--- src/utf8d_pkg.sv ---
// Shared constants and types for the UTF-8 stream decoder.
package utf8d_pkg;

    localparam int BYTE_W = 8;
    localparam int CP_W   = 21;
    localparam int CNT_W  = 3;
    localparam int LEN_W  = 3;
    localparam int HELD_W = 2;

    localparam logic [CP_W-1:0] REPL_CP  = 21'h00FFFD;
    localparam logic [CP_W-1:0] CP_MAX   = 21'h10FFFF;
    localparam logic [CP_W-1:0] SURR_LO  = 21'h00D800;
    localparam logic [CP_W-1:0] SURR_HI  = 21'h00DFFF;
    localparam logic [CP_W-1:0] MIN_LEN2 = 21'h000080;
    localparam logic [CP_W-1:0] MIN_LEN3 = 21'h000800;
    localparam logic [CP_W-1:0] MIN_LEN4 = 21'h010000;

    localparam logic [LEN_W-1:0] LEN_IDLE = 3'd0;
    localparam logic [LEN_W-1:0] LEN_TWO  = 3'd2;
    localparam logic [LEN_W-1:0] LEN_THREE = 3'd3;
    localparam logic [LEN_W-1:0] LEN_FOUR = 3'd4;

    typedef struct packed {
        logic            emit;
        logic [CP_W-1:0] cp;
        logic            rep;
        logic            eot;
        logic            start;
        logic [LEN_W-1:0] len;
        logic [CP_W-1:0] part;
    } t_fresh;

endpackage

--- src/utf8d_if.sv ---
// Handshake channels for raw bytes and decoded code points.
interface utf8d_byte_if;
    logic                           valid;
    logic                           ready;
    logic [utf8d_pkg::BYTE_W-1:0]   byte_in;

    modport source (output valid, output byte_in, input ready);
    modport sink   (input valid, input byte_in, output ready);
endinterface

interface utf8d_cp_if;
    logic                           valid;
    logic                           ready;
    logic [utf8d_pkg::CP_W-1:0]     code_point;
    logic                           replaced;
    logic                           end_of_text;
    logic                           last;

    modport source (output valid, output code_point, output replaced,
                    output end_of_text, output last, input ready);
    modport sink   (input valid, input code_point, input replaced,
                    input end_of_text, input last, output ready);
endinterface

--- src/utf8_stream_decoder.sv ---
// UTF-8 stream decoder: one byte per item in, code points with U+FFFD out.
// The first result of a byte is registered and shows in the cycle after the byte is taken.
// Throughput: one byte per cycle while each byte gives at most one result and the output is
// ready; a byte that gives n results (up to 4) stalls the input while
// the result register drains them.
// Reset: synchronous, active low; no sequence pending, no result held.
module utf8_stream_decoder (
    input  logic                 i_clk,
    input  logic                 i_rst_n,
    utf8d_byte_if.sink           i_byte,
    utf8d_cp_if.source           o_cp
);

    logic [utf8d_pkg::LEN_W-1:0]  r_seq_len, n_seq_len;
    logic [utf8d_pkg::HELD_W-1:0] r_held, n_held;
    logic [utf8d_pkg::CP_W-1:0]   r_partial, n_partial;

    logic [utf8d_pkg::CNT_W-1:0]  r_cnt, n_cnt;
    logic [utf8d_pkg::CP_W-1:0]   r_cp, n_cp;
    logic                         r_rep, n_rep;
    logic                         r_eot, n_eot;

    logic [utf8d_pkg::BYTE_W-1:0] byte_in;
    logic                         in_fire;
    logic                         out_fire;
    logic                         is_cont;
    logic [utf8d_pkg::CP_W-1:0]   cp_cat;
    logic [utf8d_pkg::LEN_W-1:0]  held_inc;
    logic                         seq_done;
    logic                         seq_bad;
    logic [utf8d_pkg::HELD_W-1:0] held_cap;
    logic [utf8d_pkg::CNT_W-1:0]  base_cnt;
    utf8d_pkg::t_fresh            fresh;

    function automatic utf8d_pkg::t_fresh decode_fresh(
        input logic [utf8d_pkg::BYTE_W-1:0] b
    );
        utf8d_pkg::t_fresh f;
        f = '0;
        case (b) inside
            8'h00: begin
                f.emit = 1'b1;
                f.eot  = 1'b1;
            end
            [8'h01:8'h7F]: begin
                f.emit = 1'b1;
                f.cp   = {{(utf8d_pkg::CP_W-utf8d_pkg::BYTE_W){1'b0}}, b};
            end
            [8'hC0:8'hDF]: begin
                f.start = 1'b1;
                f.len   = utf8d_pkg::LEN_TWO;
                f.part  = {{(utf8d_pkg::CP_W-5){1'b0}}, b[4:0]};
            end
            [8'hE0:8'hEF]: begin
                f.start = 1'b1;
                f.len   = utf8d_pkg::LEN_THREE;
                f.part  = {{(utf8d_pkg::CP_W-4){1'b0}}, b[3:0]};
            end
            [8'hF0:8'hF7]: begin
                f.start = 1'b1;
                f.len   = utf8d_pkg::LEN_FOUR;
                f.part  = {{(utf8d_pkg::CP_W-3){1'b0}}, b[2:0]};
            end
            default: begin
                f.emit = 1'b1;
                f.cp   = utf8d_pkg::REPL_CP;
                f.rep  = 1'b1;
            end
        endcase
        return f;
    endfunction

    assign byte_in  = i_byte.byte_in;
    assign in_fire  = i_byte.valid && i_byte.ready;
    assign out_fire = o_cp.valid && o_cp.ready;

    assign i_byte.ready = (r_cnt == '0) ||
                          ((r_cnt == utf8d_pkg::CNT_W'(1)) && o_cp.ready);

    assign o_cp.valid       = (r_cnt != '0);
    assign o_cp.last        = (r_cnt == utf8d_pkg::CNT_W'(1));
    assign o_cp.code_point  = o_cp.last ? r_cp : utf8d_pkg::REPL_CP;
    assign o_cp.replaced    = o_cp.last ? r_rep : 1'b1;
    assign o_cp.end_of_text = o_cp.last ? r_eot : 1'b0;

    assign is_cont  = (byte_in[7:6] == 2'b10);
    assign cp_cat   = {r_partial[utf8d_pkg::CP_W-7:0], byte_in[5:0]};
    assign held_inc = {1'b0, r_held} + utf8d_pkg::LEN_W'(1);
    assign seq_done = (held_inc + utf8d_pkg::LEN_W'(1)) >= r_seq_len;
    assign seq_bad  = ((r_seq_len == utf8d_pkg::LEN_TWO)   && (cp_cat < utf8d_pkg::MIN_LEN2)) ||
                      ((r_seq_len == utf8d_pkg::LEN_THREE) && (cp_cat < utf8d_pkg::MIN_LEN3)) ||
                      ((r_seq_len == utf8d_pkg::LEN_FOUR)  && (cp_cat < utf8d_pkg::MIN_LEN4)) ||
                      (cp_cat > utf8d_pkg::CP_MAX) ||
                      ((cp_cat >= utf8d_pkg::SURR_LO) && (cp_cat <= utf8d_pkg::SURR_HI));
    assign held_cap = (r_held > 2'd2) ? 2'd2 : r_held;
    assign base_cnt = utf8d_pkg::CNT_W'(1) + {1'b0, held_cap};
    assign fresh    = decode_fresh(byte_in);

    always_comb begin
        n_seq_len = r_seq_len;
        n_held    = r_held;
        n_partial = r_partial;
        n_cnt     = '0;
        n_cp      = utf8d_pkg::REPL_CP;
        n_rep     = 1'b1;
        n_eot     = 1'b0;
        if (r_seq_len == utf8d_pkg::LEN_IDLE) begin
            n_cnt = fresh.emit ? utf8d_pkg::CNT_W'(1) : '0;
            n_cp  = fresh.cp;
            n_rep = fresh.rep;
            n_eot = fresh.eot;
            if (fresh.start) begin
                n_seq_len = fresh.len;
                n_held    = '0;
                n_partial = fresh.part;
            end
        end else if (is_cont) begin
            if (seq_done) begin
                if (seq_bad) begin
                    n_cnt = r_seq_len;
                end else begin
                    n_cnt = utf8d_pkg::CNT_W'(1);
                    n_cp  = cp_cat;
                    n_rep = 1'b0;
                end
                n_seq_len = utf8d_pkg::LEN_IDLE;
                n_held    = '0;
                n_partial = '0;
            end else begin
                n_partial = cp_cat;
                n_held    = held_inc[utf8d_pkg::HELD_W-1:0];
            end
        end else begin
            // drop the broken sequence, then take this byte afresh
            n_seq_len = utf8d_pkg::LEN_IDLE;
            n_held    = '0;
            n_partial = '0;
            if (fresh.emit) begin
                n_cnt = base_cnt + utf8d_pkg::CNT_W'(1);
                n_cp  = fresh.cp;
                n_rep = fresh.rep;
                n_eot = fresh.eot;
            end else begin
                n_cnt = base_cnt;
            end
            if (fresh.start) begin
                n_seq_len = fresh.len;
                n_partial = fresh.part;
            end
        end
    end

    always_ff @(posedge i_clk) begin
        if (!i_rst_n) begin
            r_seq_len <= utf8d_pkg::LEN_IDLE;
            r_held    <= '0;
            r_partial <= '0;
            r_cnt     <= '0;
        end else if (in_fire) begin
            r_seq_len <= n_seq_len;
            r_held    <= n_held;
            r_partial <= n_partial;
            r_cnt     <= n_cnt;
        end else if (out_fire) begin
            r_cnt <= r_cnt - utf8d_pkg::CNT_W'(1);
        end
    end

    always_ff @(posedge i_clk) begin
        if (in_fire) begin
            r_cp  <= n_cp;
            r_rep <= n_rep;
            r_eot <= n_eot;
        end
    end

endmodule

--- src/flat_wrapper.sv ---
// flat-port wrapper written by rule: the top's interface ports become plain ports
module utf8_stream_decoder_flat 
  (i_clk, i_rst_n, i_byte_valid, i_byte_byte_in, i_byte_ready, o_cp_valid, o_cp_code_point, o_cp_replaced, o_cp_end_of_text, o_cp_last, o_cp_ready);
  utf8d_byte_if i_byte_i ();
  utf8d_cp_if o_cp_i ();
  input  logic i_clk;
  input  logic i_rst_n;
  input wire logic [$bits(i_byte_i.valid)-1:0] i_byte_valid;
  input wire logic [$bits(i_byte_i.byte_in)-1:0] i_byte_byte_in;
  output wire logic [$bits(i_byte_i.ready)-1:0] i_byte_ready;
  output wire logic [$bits(o_cp_i.valid)-1:0] o_cp_valid;
  output wire logic [$bits(o_cp_i.code_point)-1:0] o_cp_code_point;
  output wire logic [$bits(o_cp_i.replaced)-1:0] o_cp_replaced;
  output wire logic [$bits(o_cp_i.end_of_text)-1:0] o_cp_end_of_text;
  output wire logic [$bits(o_cp_i.last)-1:0] o_cp_last;
  input wire logic [$bits(o_cp_i.ready)-1:0] o_cp_ready;
  assign i_byte_i.valid = i_byte_valid;
  assign i_byte_i.byte_in = i_byte_byte_in;
  assign i_byte_ready = i_byte_i.ready;
  assign o_cp_valid = o_cp_i.valid;
  assign o_cp_code_point = o_cp_i.code_point;
  assign o_cp_replaced = o_cp_i.replaced;
  assign o_cp_end_of_text = o_cp_i.end_of_text;
  assign o_cp_last = o_cp_i.last;
  assign o_cp_i.ready = o_cp_ready;
  utf8_stream_decoder u_core (.i_clk(i_clk), .i_rst_n(i_rst_n), .i_byte(i_byte_i), .o_cp(o_cp_i));
endmodule
--- config.mk ---
export PLATFORM = sky130hd
export DESIGN_NAME = utf8_stream_decoder_flat
export DESIGN_NICKNAME = d
export VERILOG_FILES = /design/src/utf8d_pkg.sv /design/src/utf8d_if.sv /design/src/utf8_stream_decoder.sv /design/src/flat_wrapper.sv
export SDC_FILE = /design/constraint.sdc
export NUM_CORES = 1
export LEC_CHECK = 0
export BUFFER_PORTS_ARGS = -buffer_cell sky130_fd_sc_hd__buf_2
export CORE_MARGIN = 8
export CORE_UTILIZATION = 57
export DETAILED_ROUTE_END_ITERATION = 12
export GPL_ROUTABILITY_DRIVEN = 0
export GPL_TIMING_DRIVEN = 0
export PLACE_DENSITY = 0.8
export SLEW_MARGIN = 40
export SYNTH_ARGS = -nofsm -noshare
export SYNTH_HDL_FRONTEND = slang
export SYNTH_SLANG_ARGS = --single-unit
--- constraint.sdc ---
create_clock -name i_clk -period 2.89 [get_ports i_clk]
set_input_delay 0.4335 -clock i_clk [delete_from_list [all_inputs] [get_ports i_clk]]
set_output_delay 0.4335 -clock i_clk [all_outputs]
set_load 0.005 [all_outputs]
; Yosys cells after proc, flatten, opt, wreduce, memory -nomap -nowiden
; Cells that the tools add are included.
[classes]
addsub = 5
mux = 57
reduce_logical = 23
eq_ne = 7
order_cmp = 16
[op_table]
columns = op, count
row1 = $mux 21, 10
row2 = $mux 25, 5
row3 = $mux 15, 5
row4 = $mux 3, 12
row5 = $ge 8x8->1 const B, 3
row6 = $le 8x8->1 const B, 3
row7 = $ge 21x16->1 const B, 1
row8 = $gt 21x21->1 const B, 1
row9 = $le 21x16->1 const B, 1
row10 = $lt 21x12->1 const B, 1
row11 = $lt 21x17->1 const B, 1
row12 = $lt 21x8->1 const B, 1
row13 = $mux 1, 19
row14 = $mux 16, 1
row15 = $logic_and 1x1->1, 11
row16 = $mux 2, 5
row17 = $ge 8x1->1 const B, 1
row18 = $le 8x7->1 const B, 1
row19 = $logic_not 8->1, 1
row20 = $add 3x1->3 const B, 2
row21 = $eq 3x2->1 const B, 2
row22 = $logic_not 3->1, 2
row23 = $logic_or 1x1->1, 5
row24 = $add 1x2->3 const A, 1
row25 = 13 further kinds, 13
[word_totals]
word_cells = 115
out_inout_bits = 26
ff_bits = 46

; Longest topological paths before layout
[logic_depth]
depth_word = 11
depth_mapped = 10

; Least setup slack after synthesis
; OpenSTA, ideal clock, no wires.
[synth_timing]
kind = register -> register
start = register u_core.r_held[0] (netlist bit)
end = register u_core.r_cp[10] (netlist bit) (data pin)
n_path_buf = 1
required_ps = 2636
arrival_ps = 2177
path_slack_ps = 459
path_stages_with_launch = 11
setup_ps = 254
path_cell_list = dfxtp_1 > inv_1 > ha_1 > or2_2 > ha_1 > nand2_1 > o21a_1 > nor2_1 > a21oi_4 > buf_6 > a21o_2
[synth_between]
elab_chain_len = 6
[synth_lines]
columns = element, line
row1 = from (decl), utf8_stream_decoder.sv:15  ; logic [utf8d_pkg::HELD_W-1:0] r_held, n_held;
row2 = from (signal assigned), utf8_stream_decoder.sv:161  ; r_held <= n_held;
row3 = $add 2x1->3, utf8_stream_decoder.sv:88  ; assign held_inc = {1'b0, r_held} + utf8d_pkg::LEN_W'(1);
row4 = $add 3x1->3, utf8_stream_decoder.sv:89  ; assign seq_done = (held_inc + utf8d_pkg::LEN_W'(1)) >= r_seq_len;
row5 = $ge 3x3->1, utf8_stream_decoder.sv:89
row6 = $mux 21, utf8_stream_decoder.sv:118  ; if (seq_done) begin
row7 = $mux 21, utf8_stream_decoder.sv:117  ; end else if (is_cont) begin
row8 = $mux 21, utf8_stream_decoder.sv:107  ; if (r_seq_len == utf8d_pkg::LEN_IDLE) begin
row9 = named net u_core.n_cp (one bit), utf8_stream_decoder.sv:19  ; logic [utf8d_pkg::CP_W-1:0] r_cp, n_cp;
row10 = to (signal assigned), utf8_stream_decoder.sv:171  ; r_cp <= n_cp;
row11 = to (decl), utf8_stream_decoder.sv:19
; The timed path passes the listed nets, and every way through them passes these cells.
; A chain may end at the register's enable or synchronous reset.

; Final worst setup path
[layout_timing]
start = register u_core.r_held[0] (netlist bit)
end = register u_core.r_cp[8] (netlist bit) (data pin)
; Same word-level chain as after synthesis.

==> impl_metrics.env <==
export IMPL_synthTopCellsByCount="nand2_1 (27), dfxtp_1 (23), edfxtp_1 (23)"
export IMPL_clock_latency_ns=0.31
export IMPL_pre_cts_ws_ns=-0.00228
export IMPL_final_cells=358
export IMPL_hold_viol=0
export IMPL_worstReg2RegEnd="u_core.r_cp[8]"
export IMPL_slowest_delay_ns=0.43
export IMPL_cap_violations=0
export IMPL_rsz0062_at_grt="no"
export IMPL_diodes=0
export IMPL_dpl_cell_count=349
export IMPL_worstPathRequired_ns=2.96
export IMPL_synth_top_cells_by_area="edfxtp_1 (27%), dfxtp_1 (18%), ha_1 (5.0%)"
export IMPL_hold_depth=3
export IMPL_syn_area_mm2=0.00252
export IMPL_grtUsageTotal_pct=18.5
export IMPL_drive_above_1_share_pct=25.8
export IMPL_antenna_found_initial=0
export IMPL_dieArea_mm2=0.00680
export IMPL_syn_mean_instance_area_um2=9.64
export IMPL_async_reset_ff_share_pct=0
export IMPL_synth_cell_types=43
export IMPL_fillers=348
export IMPL_cts_sinks=46
export IMPL_seqCellArea_mm2=0.00115
export IMPL_crit_reg2reg_launch="u_core.r_held[0]"
export IMPL_holdPathEnd="u_core.r_partial[5]"
export IMPL_cts_hold_buffers=0
export IMPL_port_buffers=36
export IMPL_clkTransAtPathRegs_ns=0.10
export IMPL_p_per_area_mw_per_mm2=690
export IMPL_grt_max_degree=32
export IMPL_slew_headroom_pct=55.1
export IMPL_drv_slew=0
export IMPL_num_vias=2088
export IMPL_wl_met1_mm=2.52
export IMPL_wire_per_inst_um=16.4
export IMPL_wl_mm=5.87
export IMPL_synthCells=261
export IMPL_status="complete, no violations"
export IMPL_dr_pass1_iters=4
export IMPL_die_w_um=82.4
export IMPL_critPathTopFamily="simple AND/OR/NAND/NOR gates"
export IMPL_tightest_slew_ns=0.670
export IMPL_finalClockSkew_ns=0.0105
export IMPL_ctsLongestPathBuffers=2
export IMPL_wl_met2_mm=2.84
export IMPL_io_pins=38
export IMPL_drtIter0Drc=238
export IMPL_grt_pass1_vias=1995
export IMPL_rows=24
export IMPL_startpoint_type="flip-flop"
export IMPL_period_needed_ns=2.61
export IMPL_top_layer="met4"
export IMPL_crit_fanout=10
export IMPL_worst_setup_path_end_kind="flip-flop"
export IMPL_coreArea_mm2=0.00429
export IMPL_fin_nets=327
export IMPL_wl_met3_um=465
export IMPL_ys_ff_latch=46
export IMPL_critPathKind="flip-flop to flip-flop"
export IMPL_grt_overflow=0
export IMPL_synth_seq_area_share_pct=45.7
export IMPL_initial_core_util_pct=58.6
export IMPL_hp_class="input pin to flip-flop"
export IMPL_fin_area_mm2=0.00287
export IMPL_syn2layout_area_growth_pct=14.1
export IMPL_crit_chain="inv_1, ha_1, or2_2, ha_1, nand2_1, o21a_1, nor2_2, a21oi_4, buf_6, a21o_2"
export IMPL_drc=0
export IMPL_synth_edff_count=23
export IMPL_multi_input_area_mm2=0.00129
export IMPL_viasPerCell=5.83
export IMPL_ys_flop_type="edfxtp_1"
export IMPL_synth_warnings=0
export IMPL_cpMaxStageDelayCell="dfxtp_1"
export IMPL_placed_area_mm2=0.00276
export IMPL_cts_tree="done"
export IMPL_die_h_um=82.4
export IMPL_cpMostUsedCell="ha_1"
export IMPL_p_leak_nw=1.08
export IMPL_fmax_mhz=383
export IMPL_synth_most_common_cell="nand2_1"
export IMPL_yosysTopAreaCellShare_pct=27.4
export IMPL_numCtsBuffers=5
export IMPL_setup_violations_final=0
export IMPL_period_share_pct=90.4
export IMPL_grt_pass1_wl_mm=9.76
export IMPL_crit_buf_inv=2
export IMPL_layout_setup_ws_ns=0.276
export IMPL_total_power_mw=1.98
export IMPL_critPathArrivalTime_ns=2.69
export IMPL_r2r_cells=10
export IMPL_place_hpwl_mm=4.46
export IMPL_cts_max_level=2
export IMPL_yosys_area_top_type="edfxtp_1"
export IMPL_ant_nets=0
export IMPL_max_vdd_ir_drop_v=0.000355
export IMPL_hold_start="i_byte_byte_in[5]"
export IMPL_ctsRootBufferMaster="clkbuf_8"
export IMPL_r2r_slack_ns=0.28
export IMPL_syn_nets=283
==> cells by family after synthesis <==
| group | after synthesis | share of synthesized area [%] |
|---|---|---|
| simple gates | 113 | 24.1 |
| compound gates | 71 | 20.9 |
| flops | 46 | 45.7 |
| buf+inv | 18 | 3.23 |
| fa+ha+maj | 10 | 4.97 |
| xor+xnor | 2 | 0.696 |
| mux | 1 | 0.398 |
==> what timing repair did <==
action	in CTS	in global routing
pin swaps	0	1
setup endpoints to repair	1	19
setup buffers	0	1
gates resized for setup	1	3
cloned	0	0
==> per-stage QoR <==
step | setup TNS, ns | utilization (%) | hold slack, ns
after floorplan | 0 | - | 0.449
after global placement | -0.0282 | 64.3 | 0.481
after detailed placement | -0.00228 | 64.3 | 0.489
after CTS | 0 | 66.6 | 0.428
after global routing | 0 | 66.8 | 0.448
final | 0 | 66.8 | 0.438
==> registers in the layout, summed over array words and instances (netlist names) <==
register	cells
u_core.r_cnt	3
u_core.r_cp	21
u_core.r_eot	1
u_core.r_held	2
u_core.r_partial	15
u_core.r_rep	1
u_core.r_seq_len	3
==> final cells by class <==
cell class / count / area share (%)
Multi-Input combinational cell: 197 / 44.9
Buffer: 11 / 1.96
Clock buffer: 5 / 2.40
Tap cell: 52 / 2.27
Sequential cell: 46 / 40.1
Clock inverter: 3 / 0.872
Inverter: 7 / 0.959
Timing Repair Buffer: 37 / 6.54
==> report_power, final <==
part,internal (mW),leakage [nW],total (mW),switching [mW]
Combinational,0.283,0.632,0.701,0.418
Clock,0.175,0.0447,0.416,0.241
Sequential,0.827,0.408,0.863,0.0359
Total,1.28,1.08,1.98,0.695
==> worst register-to-register path, delay by kind of cell, from the launching register on <==
kind | cells | cell delay [ns]
adders and majority gates | 2 | 0.50
DFF | 1 | 0.43
AOI/OAI and AO/OA | 3 | 0.53
and+or+nand+nor | 3 | 0.63
buffers and inverters | 2 | 0.29
==> how the worst max path moves through the flow <==
stage,start,endpoint,slack (ns),depth (start not counted)
floorplan,u_core.r_held[0],u_core.r_cp[10],0.46,10
global placement,u_core.r_cnt[0],u_core.r_seq_len[1],-0.02,9
detailed placement,u_core.r_held[0],u_core.r_partial[7],-0.002,10
CTS,u_core.r_held[0],u_core.r_partial[7],0.11,10
global route,u_core.r_cnt[1],o_cp_code_point[7],0.05,6
finish,u_core.r_held[0],u_core.r_cp[8],0.28,10
==> placed cells by master, fill, tap and decap left out, drive strengths merged, types with 5 or more instances in the layout <==
cell type	netlist	final
edfxtp	23	23
a21o	15	15
o21ai	14	14
inv	6	7
and3	5	5
buf	6	43
a21boi	14	14
dfxtp	23	23
nand2b	18	18
nor2	11	11
clkbuf	5	10
and2	9	9
nand3	14	14
nand2	27	27
a21oi	8	8
ha	10	10
nor2b	10	10
==> per-layer routing <==
| layer | vias up | track usage [%] |
|---|---|---|
| met5 | - | 0 |
| met4 | 0 | 5.44 |
| met3 | 5 | 3.79 |
| met2 | 78 | 29.8 |
| met1 | 969 | 24.3 |
| li1 | 1036 | - |
Note: power is estimated with default switching activity, not from simulation.
